==> config.mk <==
export PLATFORM = sky130hd
export DESIGN_NAME = one_euro_adaptive_filter
export DESIGN_NICKNAME = d
export VERILOG_FILES = /design/src/design/oeaf_pkg.sv /design/src/design/oeaf_mul.sv /design/src/design/oeaf_div.sv /design/src/design/one_euro_adaptive_filter.sv
export SDC_FILE = /design/constraint.sdc
export NUM_CORES = 2
export LEC_CHECK = 0
export BUFFER_PORTS_ARGS = -buffer_cell sky130_fd_sc_hd__buf_2
export CORE_MARGIN = 10
export CORE_UTILIZATION = 30
export CTS_BUF_LIST = sky130_fd_sc_hd__clkbuf_8
export CTS_CLUSTER_SIZE = 8
export DETAILED_ROUTE_END_ITERATION = 6
export GPL_TIMING_DRIVEN = 1
export MAX_ROUTING_LAYER = met4
export PLACE_DENSITY = 0.5
export RECOVER_POWER = 25
export SLEW_MARGIN = 10
export SYNTH_ARGS = -nofsm -noshare
export SYNTH_HDL_FRONTEND = slang
export SYNTH_SLANG_ARGS = --single-unit
==> constraint.sdc <==
create_clock -name clk -period 21.5 [get_ports clk]
set_input_delay 2.15 -clock clk [delete_from_list [all_inputs] [get_ports clk]]
set_output_delay 2.15 -clock clk [all_outputs]
set_load 0.005 [all_outputs]
==> src/design/oeaf_pkg.sv <==
// Shared widths and request/response types for the One Euro filter datapath units.
package oeaf_pkg;

	// Fraction bits of the smoothing factor alpha; alpha spans 0 .. 1.0 inclusive.
	localparam int ALPHA_FRAC = 16;
	localparam int ALPHA_W    = ALPHA_FRAC + 1;

	// Shared multiplier: wide operand taken in two 32-bit halves.
	localparam int MUL_B_W = 32;
	localparam int MUL_A_W = 2 * MUL_B_W;
	localparam int PROD_W  = MUL_A_W + MUL_B_W;

	// Angular cutoff w = 2*pi*fc, its divisor w + rate, and the dividend w << ALPHA_FRAC.
	localparam int W_W        = 35;
	localparam int DEN_W      = W_W + 1;
	localparam int DIVIDEND_W = W_W + ALPHA_FRAC;
	localparam int DIV_CNT_W  = $clog2(ALPHA_W + 1);

	typedef struct packed {
		logic               start;
		logic [MUL_A_W-1:0] a;
		logic [MUL_B_W-1:0] b;
	} mul_req_t;

	typedef struct packed {
		logic              done;
		logic [PROD_W-1:0] prod;
	} mul_rsp_t;

	typedef struct packed {
		logic                  start;
		logic [DIVIDEND_W-1:0] dividend;
		logic [DEN_W-1:0]      divisor;
	} div_req_t;

	typedef struct packed {
		logic               done;
		logic [ALPHA_W-1:0] quot;
	} div_rsp_t;

endpackage

==> src/design/oeaf_mul.sv <==
// Shared 64x32 multiplier built from one 32x32 multiplier over two partial products.
module oeaf_mul (
	input  logic               clk,
	input  logic               arst_n,
	input  oeaf_pkg::mul_req_t req,
	output oeaf_pkg::mul_rsp_t rsp
);

	localparam int HALF_W = oeaf_pkg::MUL_B_W;

	typedef enum logic [1:0] {
		M_IDLE,
		M_LO,
		M_HI,
		M_ACC
	} phase_t;

	phase_t                          phase_q;
	logic                            done_q;
	logic [oeaf_pkg::MUL_A_W-1:0]    a_q;
	logic [oeaf_pkg::MUL_B_W-1:0]    b_q;
	logic [2*HALF_W-1:0]             pp_q;
	logic [oeaf_pkg::PROD_W-1:0]     acc_q;
	logic [HALF_W-1:0]               mul_lhs;
	logic [2*HALF_W-1:0]             pp;

	// One multiplier; the low half of a goes first, then the high half.
	always_comb begin
		mul_lhs = (phase_q == M_LO) ? a_q[HALF_W-1:0] : a_q[2*HALF_W-1:HALF_W];
		pp      = mul_lhs * b_q;
	end

	always_ff @(posedge clk or negedge arst_n) begin
		if (!arst_n) begin
			phase_q <= M_IDLE;
			done_q  <= 1'b0;
			a_q     <= '0;
			b_q     <= '0;
			pp_q    <= '0;
			acc_q   <= '0;
		end else begin
			// Pulse done with the last accumulate.
			done_q <= (phase_q == M_ACC);
			unique case (phase_q)
				M_IDLE: begin
					if (req.start) begin
						a_q     <= req.a;
						b_q     <= req.b;
						phase_q <= M_LO;
					end
				end
				M_LO: begin
					pp_q    <= pp;
					phase_q <= M_HI;
				end
				M_HI: begin
					acc_q   <= {{(oeaf_pkg::PROD_W-2*HALF_W){1'b0}}, pp_q};
					pp_q    <= pp;
					phase_q <= M_ACC;
				end
				M_ACC: begin
					acc_q   <= acc_q + {pp_q, {HALF_W{1'b0}}};
					phase_q <= M_IDLE;
				end
				default: phase_q <= M_IDLE;
			endcase
		end
	end

	assign rsp.done = done_q;
	assign rsp.prod = acc_q;

endmodule

==> src/design/oeaf_div.sv <==
// Restoring divider for the smoothing factor: one quotient bit per cycle.
module oeaf_div (
	input  logic               clk,
	input  logic               arst_n,
	input  oeaf_pkg::div_req_t req,
	output oeaf_pkg::div_rsp_t rsp
);

	localparam int QW     = oeaf_pkg::ALPHA_W;
	localparam int DEN_W  = oeaf_pkg::DEN_W;
	localparam int HEAD_W = oeaf_pkg::DIVIDEND_W - QW;

	logic                           busy_q;
	logic                           done_q;
	logic [oeaf_pkg::DIV_CNT_W-1:0] cnt_q;
	logic [DEN_W-1:0]               rem_q;
	logic [DEN_W-1:0]               dsr_q;
	logic [QW-1:0]                  bits_q;
	logic [QW-1:0]                  quot_q;
	logic [DEN_W:0]                 trial;
	logic [DEN_W:0]                 diff;
	logic                           q_bit;
	logic [DEN_W-1:0]               rem_next;
	logic                           last_step;

	// The quotient fits in QW bits, so the head of the dividend is already below the divisor.
	always_comb begin
		trial     = {rem_q, bits_q[QW-1]};
		diff      = trial - {1'b0, dsr_q};
		q_bit     = (trial >= {1'b0, dsr_q});
		rem_next  = q_bit ? diff[DEN_W-1:0] : trial[DEN_W-1:0];
		last_step = busy_q && !req.start && (cnt_q == oeaf_pkg::DIV_CNT_W'(1));
	end

	always_ff @(posedge clk or negedge arst_n) begin
		if (!arst_n) begin
			busy_q <= 1'b0;
			done_q <= 1'b0;
			cnt_q  <= '0;
			rem_q  <= '0;
			dsr_q  <= '0;
			bits_q <= '0;
			quot_q <= '0;
		end else begin
			done_q <= last_step;
			if (req.start) begin
				rem_q  <= {{(DEN_W-HEAD_W){1'b0}}, req.dividend[oeaf_pkg::DIVIDEND_W-1:QW]};
				bits_q <= req.dividend[QW-1:0];
				dsr_q  <= req.divisor;
				cnt_q  <= oeaf_pkg::DIV_CNT_W'(QW);
				busy_q <= 1'b1;
			end else if (busy_q) begin
				rem_q  <= rem_next;
				bits_q <= {bits_q[QW-2:0], 1'b0};
				quot_q <= {quot_q[QW-2:0], q_bit};
				cnt_q  <= cnt_q - 1'b1;
				if (last_step) begin
					busy_q <= 1'b0;
				end
			end
		end
	end

	assign rsp.done = done_q;
	assign rsp.quot = quot_q;

endmodule

==> src/design/one_euro_adaptive_filter.sv <==
// One Euro adaptive filter top level: config registers, sequencer and filter state.
//
//  channel   direction  handshake               payload
//  -------   ---------  ----------------------  ------------------------------------
//  input     in         in_valid / in_stall     sample_in  (signed Q16.16 by default)
//  output    out        out_valid / out_stall   sample_out (signed Q16.16 by default)
//  config    in         cfg_we (write only)     cfg_index, cfg_data (32 bits)
//
// A primed sample runs from accept to result through six 64x32 products on the shared 32x32
// multiplier (issue states S_SL, S_CUT and S_VAL among them), two alpha divisions and S_OUT,
// which waits while the output register is full and stalled, then loads it and returns to S_IDLE.
// A zero divisor skips its division; the first sample after reset only primes and goes straight
// to S_OUT. Reset (arst_n low) restores the register defaults and clears the primed flag.
// in_stall is high while a sample is in work; a finished result waits in the output register.
module one_euro_adaptive_filter #(
	parameter int SAMPLE_WIDTH = 32,
	parameter int FRAC_BITS    = 16
) (
	input  logic                           clk,
	input  logic                           arst_n,
	input  logic                           in_valid,
	output logic                           in_stall,
	input  logic signed [SAMPLE_WIDTH-1:0] sample_in,
	output logic                           out_valid,
	input  logic                           out_stall,
	output logic signed [SAMPLE_WIDTH-1:0] sample_out,
	input  logic                           cfg_we,
	input  logic [2:0]                     cfg_index,
	input  logic [31:0]                    cfg_data
);

	localparam int REG_W       = 32;
	localparam int SW          = SAMPLE_WIDTH;
	localparam int DIFF_W      = SAMPLE_WIDTH + 1;
	localparam int SLOPE_W     = 48;
	localparam int SD_W        = SLOPE_W + 1;
	localparam int MAG_W       = SLOPE_W - 1;
	localparam int TWO_PI_FRAC = 28;
	localparam int AF          = oeaf_pkg::ALPHA_FRAC;
	localparam int AW          = oeaf_pkg::ALPHA_W;
	localparam int PW          = oeaf_pkg::PROD_W;
	localparam int MAW         = oeaf_pkg::MUL_A_W;
	localparam int MBW         = oeaf_pkg::MUL_B_W;
	localparam int WW          = oeaf_pkg::W_W;
	localparam int DW          = oeaf_pkg::DEN_W;

	localparam logic [MBW-1:0]   TWO_PI_Q28 = 32'd1686629713;
	localparam logic [MAG_W-1:0] SLOPE_MAX  = {MAG_W{1'b1}};
	localparam logic [AW-1:0]    ALPHA_ONE  = {1'b1, {AF{1'b0}}};

	// Register indexes and reset values.
	localparam logic [2:0]       CFG_SAMPLE_RATE  = 3'd0;
	localparam logic [2:0]       CFG_MIN_CUTOFF   = 3'd1;
	localparam logic [2:0]       CFG_BETA_GAIN    = 3'd2;
	localparam logic [2:0]       CFG_DERIV_CUTOFF = 3'd3;
	localparam logic [REG_W-1:0] RATE_RESET       = 32'd3932160;
	localparam logic [REG_W-1:0] MIN_CUT_RESET    = 32'd65536;
	localparam logic [REG_W-1:0] BETA_RESET       = 32'd0;
	localparam logic [REG_W-1:0] DCUT_RESET       = 32'd65536;

	typedef enum logic [3:0] {
		S_IDLE,
		S_DX_W,    // derivative product in flight
		S_WD_W,    // 2*pi*deriv_cutoff in flight
		S_AD_W,    // derivative alpha division in flight
		S_SL,      // issue slope smoothing product
		S_SL_W,
		S_CUT,     // issue beta * |slope|
		S_CUT_W,
		S_WC_W,    // 2*pi*cutoff in flight
		S_AC_W,    // sample alpha division in flight
		S_VAL,     // issue value smoothing product
		S_VAL_W,
		S_OUT
	} state_t;

	state_t                state_q;
	logic                  primed_q;
	logic                  out_valid_q;
	logic signed [SW-1:0]  sample_out_q;
	logic [SW-1:0]         x_q;
	logic [SW-1:0]         value_q;
	logic [SLOPE_W-1:0]    slope_q;
	logic [MAG_W-1:0]      dx_mag_q;
	logic                  neg_q;
	logic [AW-1:0]         alpha_q;

	logic [REG_W-1:0]      rate_q;
	logic [REG_W-1:0]      min_cut_q;
	logic [REG_W-1:0]      beta_q;
	logic [REG_W-1:0]      dcut_q;

	oeaf_pkg::mul_req_t    mul_req;
	oeaf_pkg::mul_rsp_t    mul_rsp;
	oeaf_pkg::div_req_t    div_req;
	oeaf_pkg::div_rsp_t    div_rsp;

	logic [SW-1:0]         diff_src;
	logic [DIFF_W-1:0]     diff_w;
	logic                  diff_neg;
	logic [DIFF_W-1:0]     diff_mag;
	logic [MAG_W-1:0]      dx_mag;
	logic [SLOPE_W-1:0]    dx_s;
	logic [SD_W-1:0]       sd_w;
	logic                  sd_neg;
	logic [SD_W-1:0]       sd_mag;
	logic [SLOPE_W-1:0]    slope_step;
	logic [SLOPE_W-1:0]    slope_new;
	logic [SLOPE_W-1:0]    slope_mag;
	logic                  cut_hi_nz;
	logic [REG_W:0]        cut_sum;
	logic [REG_W-1:0]      cutoff;
	logic [WW-1:0]         w_val;
	logic [DW-1:0]         den;
	logic                  den_zero;
	logic [DIFF_W-1:0]     val_step;
	logic [SW-1:0]         val_new;

	oeaf_mul u_mul (
		.clk    (clk),
		.arst_n (arst_n),
		.req    (mul_req),
		.rsp    (mul_rsp)
	);

	oeaf_div u_div (
		.clk    (clk),
		.arst_n (arst_n),
		.req    (div_req),
		.rsp    (div_rsp)
	);

	// Configuration writes; unknown indexes drop.
	always_ff @(posedge clk or negedge arst_n) begin
		if (!arst_n) begin
			rate_q    <= RATE_RESET;
			min_cut_q <= MIN_CUT_RESET;
			beta_q    <= BETA_RESET;
			dcut_q    <= DCUT_RESET;
		end else if (cfg_we) begin
			unique case (cfg_index)
				CFG_SAMPLE_RATE:  rate_q    <= cfg_data;
				CFG_MIN_CUTOFF:   min_cut_q <= cfg_data;
				CFG_BETA_GAIN:    beta_q    <= cfg_data;
				CFG_DERIV_CUTOFF: dcut_q    <= cfg_data;
				default: ;
			endcase
		end
	end

	// Datapath glue around the shared units. Magnitudes feed the multiplier, signs are
	// reapplied afterward, so every product is unsigned and truncation is toward zero.
	always_comb begin
		// Sample minus estimate: the new sample at accept, the held sample later on.
		diff_src = (state_q == S_IDLE) ? sample_in : x_q;
		diff_w   = {diff_src[SW-1], diff_src} - {value_q[SW-1], value_q};
		diff_neg = diff_w[DIFF_W-1];
		diff_mag = diff_neg ? (~diff_w + 1'b1) : diff_w;

		// Derivative magnitude, saturated to 2^47 - 1.
		dx_mag = (|mul_rsp.prod[PW-1:FRAC_BITS+MAG_W]) ? SLOPE_MAX
			: mul_rsp.prod[FRAC_BITS+MAG_W-1:FRAC_BITS];

		// Slope smoother: signed derivative minus slope estimate.
		dx_s       = neg_q ? (~{1'b0, dx_mag_q} + 1'b1) : {1'b0, dx_mag_q};
		sd_w       = {dx_s[SLOPE_W-1], dx_s} - {slope_q[SLOPE_W-1], slope_q};
		sd_neg     = sd_w[SD_W-1];
		sd_mag     = sd_neg ? (~sd_w + 1'b1) : sd_w;
		slope_step = mul_rsp.prod[AF+SLOPE_W-1:AF];
		slope_new  = neg_q ? (slope_q - slope_step) : (slope_q + slope_step);
		slope_mag  = slope_q[SLOPE_W-1] ? (~slope_q + 1'b1) : slope_q;

		// Cutoff = min_cutoff + beta*|slope|, saturated to the register range.
		cut_hi_nz = |mul_rsp.prod[PW-1:FRAC_BITS+REG_W];
		cut_sum   = {1'b0, min_cut_q} + {1'b0, mul_rsp.prod[FRAC_BITS+REG_W-1:FRAC_BITS]};
		cutoff    = (cut_hi_nz || cut_sum[REG_W]) ? {REG_W{1'b1}} : cut_sum[REG_W-1:0];

		// w = 2*pi*fc and the alpha divisor w + rate.
		w_val    = mul_rsp.prod[TWO_PI_FRAC+WW-1:TWO_PI_FRAC];
		den      = {1'b0, w_val} + {{(DW-REG_W){1'b0}}, rate_q};
		den_zero = (den == '0);

		// Value smoother step; the result stays between estimate and sample.
		val_step = mul_rsp.prod[AF+DIFF_W-1:AF];
		val_new  = neg_q ? (value_q - val_step[SW-1:0]) : (value_q + val_step[SW-1:0]);

		mul_req = '0;
		div_req = '0;
		unique case (state_q) inside
			S_IDLE: begin
				if (in_valid && primed_q) begin
					mul_req.start = 1'b1;
					mul_req.a     = {{(MAW-DIFF_W){1'b0}}, diff_mag};
					mul_req.b     = rate_q;
				end
			end
			S_DX_W: begin
				if (mul_rsp.done) begin
					mul_req.start = 1'b1;
					mul_req.a     = {{(MAW-REG_W){1'b0}}, dcut_q};
					mul_req.b     = TWO_PI_Q28;
				end
			end
			S_WD_W, S_WC_W: begin
				if (mul_rsp.done && !den_zero) begin
					div_req.start    = 1'b1;
					div_req.dividend = {w_val, {AF{1'b0}}};
					div_req.divisor  = den;
				end
			end
			S_SL: begin
				mul_req.start = 1'b1;
				mul_req.a     = {{(MAW-SD_W){1'b0}}, sd_mag};
				mul_req.b     = {{(MBW-AW){1'b0}}, alpha_q};
			end
			S_CUT: begin
				mul_req.start = 1'b1;
				mul_req.a     = {{(MAW-SLOPE_W){1'b0}}, slope_mag};
				mul_req.b     = beta_q;
			end
			S_CUT_W: begin
				if (mul_rsp.done) begin
					mul_req.start = 1'b1;
					mul_req.a     = {{(MAW-REG_W){1'b0}}, cutoff};
					mul_req.b     = TWO_PI_Q28;
				end
			end
			S_VAL: begin
				mul_req.start = 1'b1;
				mul_req.a     = {{(MAW-DIFF_W){1'b0}}, diff_mag};
				mul_req.b     = {{(MBW-AW){1'b0}}, alpha_q};
			end
			default: ;
		endcase
	end

	// Sequencer, filter state and output register.
	always_ff @(posedge clk or negedge arst_n) begin
		if (!arst_n) begin
			state_q      <= S_IDLE;
			primed_q     <= 1'b0;
			out_valid_q  <= 1'b0;
			sample_out_q <= '0;
			x_q          <= '0;
			value_q      <= '0;
			slope_q      <= '0;
			dx_mag_q     <= '0;
			neg_q        <= 1'b0;
			alpha_q      <= '0;
		end else begin
			// Drop the result once the transaction completes; S_OUT reloads it itself.
			if (out_valid_q && !out_stall && state_q != S_OUT) begin
				out_valid_q <= 1'b0;
			end
			unique case (state_q)
				S_IDLE: begin
					if (in_valid) begin
						x_q <= sample_in;
						if (!primed_q) begin
							// First sample passes through; slope starts at zero.
							primed_q <= 1'b1;
							value_q  <= sample_in;
							slope_q  <= '0;
							state_q  <= S_OUT;
						end else begin
							neg_q   <= diff_neg;
							state_q <= S_DX_W;
						end
					end
				end
				S_DX_W: begin
					if (mul_rsp.done) begin
						dx_mag_q <= dx_mag;
						state_q  <= S_WD_W;
					end
				end
				S_WD_W: begin
					if (mul_rsp.done) begin
						if (den_zero) begin
							alpha_q <= ALPHA_ONE;
							state_q <= S_SL;
						end else begin
							state_q <= S_AD_W;
						end
					end
				end
				S_AD_W: begin
					if (div_rsp.done) begin
						alpha_q <= div_rsp.quot;
						state_q <= S_SL;
					end
				end
				S_SL: begin
					neg_q   <= sd_neg;
					state_q <= S_SL_W;
				end
				S_SL_W: begin
					if (mul_rsp.done) begin
						slope_q <= slope_new;
						state_q <= S_CUT;
					end
				end
				S_CUT: begin
					state_q <= S_CUT_W;
				end
				S_CUT_W: begin
					if (mul_rsp.done) begin
						state_q <= S_WC_W;
					end
				end
				S_WC_W: begin
					if (mul_rsp.done) begin
						if (den_zero) begin
							alpha_q <= ALPHA_ONE;
							state_q <= S_VAL;
						end else begin
							state_q <= S_AC_W;
						end
					end
				end
				S_AC_W: begin
					if (div_rsp.done) begin
						alpha_q <= div_rsp.quot;
						state_q <= S_VAL;
					end
				end
				S_VAL: begin
					neg_q   <= diff_neg;
					state_q <= S_VAL_W;
				end
				S_VAL_W: begin
					if (mul_rsp.done) begin
						value_q <= val_new;
						state_q <= S_OUT;
					end
				end
				S_OUT: begin
					// Hold until the output register is free.
					if (!out_valid_q || !out_stall) begin
						out_valid_q  <= 1'b1;
						sample_out_q <= value_q;
						state_q      <= S_IDLE;
					end
				end
				default: state_q <= S_IDLE;
			endcase
		end
	end

	assign in_stall   = (state_q != S_IDLE);
	assign out_valid  = out_valid_q;
	assign sample_out = sample_out_q;

endmodule
==> flow_metrics.env <==
export IMPL_drv_cap=11
export IMPL_dp_hpwl_um=252000
export IMPL_gp_congestion=0.960
export IMPL_status="finished with violations"
export IMPL_fin_crit_sh=0.571
export IMPL_hold_viol_final=0
export IMPL_grt_overflow=0
export IMPL_timing_critical_path_slowest_cell_delay_ns=4.97
export IMPL_core_area_um2=277000
export IMPL_ys_async_sr_fraction=1.00
export IMPL_path_buf_inv=2
export IMPL_slew_violations=561
export IMPL_relSlewSlack=-3.55
export IMPL_cp_common_cell="clkbuf_1"
export IMPL_synth_area_leader_cell="fa_1"
export IMPL_fillerInstances=29100
export IMPL_ys_top_cells_by_area="fa_1 (22%), dfrtp_1 (20%), ha_1 (8.9%)"
export IMPL_synth_top_area_frac=0.216
export IMPL_cp_start_kind="input pin"
export IMPL_cp_end_kind="async pin"
export IMPL_cts_hold_fix_buffers=0
export IMPL_synth_cell_types=89
export IMPL_first_global_vias=71500
export IMPL_grt_usage=0.213
export IMPL_viasPerCell=5.31
export IMPL_cts_buffer_depth=3
export IMPL_avgSynthCellArea_um2=8.87
export IMPL_grt_first_pass_wirelength_um=478000
export IMPL_antenna_found_initial=20
export IMPL_fmax_mhz=81.5
export IMPL_drive_gt1_frac=0.0911
export IMPL_synthMostInstantiatedCell="inv_1"
export IMPL_first_iter_violations=5690
export IMPL_cts_clk_slew_worst_paths_ns=0.07
export IMPL_cts_tree="yes"
export IMPL_critPathSlowestCell="clkbuf_1"
export IMPL_clock_skew_ns=0.0956
export IMPL_hold_class="flip-flop to flip-flop"
export IMPL_yosys_warnings=0
export IMPL_cts_post_setup_buffers_inserted=0
export IMPL_ant_nets=0
export IMPL_tns_ns=0
export IMPL_ys_ff_latch=668
export IMPL_synth_edf_count=0
export IMPL_synth_nets=11000
export IMPL_initial_core_util=0.302
export IMPL_fp_dieW_um=548
export IMPL_pin_count=106
export IMPL_crit_fanout=118
export IMPL_synth_cell_area_um2=83800
export IMPL_crit_family="buffers and inverters"
export IMPL_ys_top_cells_by_count="inv_1 (1107), nand2_1 (932), fa_1 (904)"
export IMPL_dieHeight_um=548
export IMPL_cts_resized=0
export IMPL_rsz0062_at_grt="false"
export IMPL_synth_ff_type="dfrtp_1"
export IMPL_dieArea_um2=301000
export IMPL_clock_sinks=668
export IMPL_area_growth_pct=8.56
export IMPL_critical_path_class="input pin to async pin"
export IMPL_via_count=69700
export IMPL_detail_route_first_pass_iterations=6
export IMPL_worst_pin_slew_ns=6.83
export IMPL_numCtsBuffers=119
export IMPL_violations="max-capacitance violations, max-slew violations"
export IMPL_grt_max_degree=123
export IMPL_io_buffers=105
export IMPL_route_detailed_drc=0
export IMPL_synth_cells=9446
export IMPL_yosysSeqAreaShare=0.200
export IMPL_wl_um=318000
export IMPL_crit_chain="clkbuf_1 > clkbuf_1"
export IMPL_r2r_setup_slack_ns=9.48
export IMPL_arrival_ns=11.08
export IMPL_core_rowCount=193
export IMPL_fin_nets=10900
export IMPL_setup_viol=0
export IMPL_clk_latency_ns=0.93
export IMPL_cts_max_level=3
export IMPL_routedWlPerCell_um=24.2
export IMPL_cp_required_ns=20.30
export IMPL_period_minus_slack_ns=12.27
export IMPL_root_buffer="clkbuf_8"
==> path summary, 6_finish.rpt <==
path | startpoint | end | cells past startpoint
hold reg to reg | sample_out[15] | sample_out[15] | 2
hold / removal | sample_out[15] | sample_out[15] | 2
setup reg to reg | u_mul.phase_q[1] | u_mul.pp_q[63] | 29
min in group asynchronous | arst_n | sample_out[18] | 1
max in group clk | u_mul.phase_q[1] | u_mul.pp_q[63] | 29
setup / recovery | arst_n | u_div.busy_q | 2
==> layout make-up <==
cell class                 count  area [um2]  share of cell area
sequential                   668       16700               0.184
clock buffer                 144        1980              0.0218
timing repair buffer         281        1800              0.0198
inverter                    1108        4160              0.0457
multi-input combinational   7144       61000               0.671
clock inverter                74         562             0.00618
antenna                       12        30.0            0.000330
tap                         3705        4640              0.0510
==> metal layers <==
metal,GRT usage,wire [um],up-vias
li1,-,-,31600
met1,0.291,145000,35500
met2,0.334,145000,2151
met3,0.0245,18300,454
met4,0.0596,9970,0
met5,-,0,-
==> cell usage in the layout (no fill, tap or decap), types with 49 or more instances in the layout <==
master,count
a211oi_1,66
a21o_1,216
a21oi_1,527
a221oi_1,72
a31oi_1,77
and2_1,398
and3_1,295
buf_2,100
buf_4,165
clkbuf_8,144
dfrtp_1,655
fa_1,904
ha_1,594
inv_1,1146
mux2_2,337
mux2i_1,90
nand2_1,931
nand2b_1,49
nand3_1,102
nand4_1,66
nor2_1,500
nor2b_1,50
nor3_1,86
o21a_1,72
o21ai_0,484
o21bai_1,52
o31ai_1,73
xnor2_1,367
xor2_1,170
==> state kept, by name (all words and copies together), names as in the netlist, 36 cells and up <==
| register | count |
|---|---|
| dx_mag_q | 47 |
| u_div.rem_q | 36 |
| u_div.dsr_q | 36 |
| u_mul.acc_q | 80 |
| u_mul.pp_q | 64 |
| slope_q | 48 |
| u_mul.a_q | 49 |
==> metrics by stage <==
step                hold WS, ns  worst slack, ns  instances  instance area [um2]   util
global placement          0.459            10.15      12900                88500  0.319
detailed placement        0.465             9.86      12900                88500  0.319
CTS                       0.479             9.88      13100                91000  0.328
floorplan                 0.444            12.91       9446                83800      -
global route              0.499             7.19      13100                90900  0.328
finish                    0.474             9.23      13100                90900  0.328
==> kinds of logic (layout without fill, tap and decap cells) <==
group	Yosys count	after routing	share of synthesized area
AO/OA/AOI/OAI	1981	1981	0.151
XOR/XNOR	537	537	0.0561
adder cells (fa/ha/maj)	1500	1500	0.305
buffers and inverters	1634	1607	0.0732
flip-flops	668	668	0.200
multiplexers	427	427	0.0561
other	0	12	0
AND/OR/NAND/NOR	2699	2699	0.159
Power is left out: the tool's default activity adds up to more than one toggle a clock period on the data nets, which glitch-free logic cannot reach.
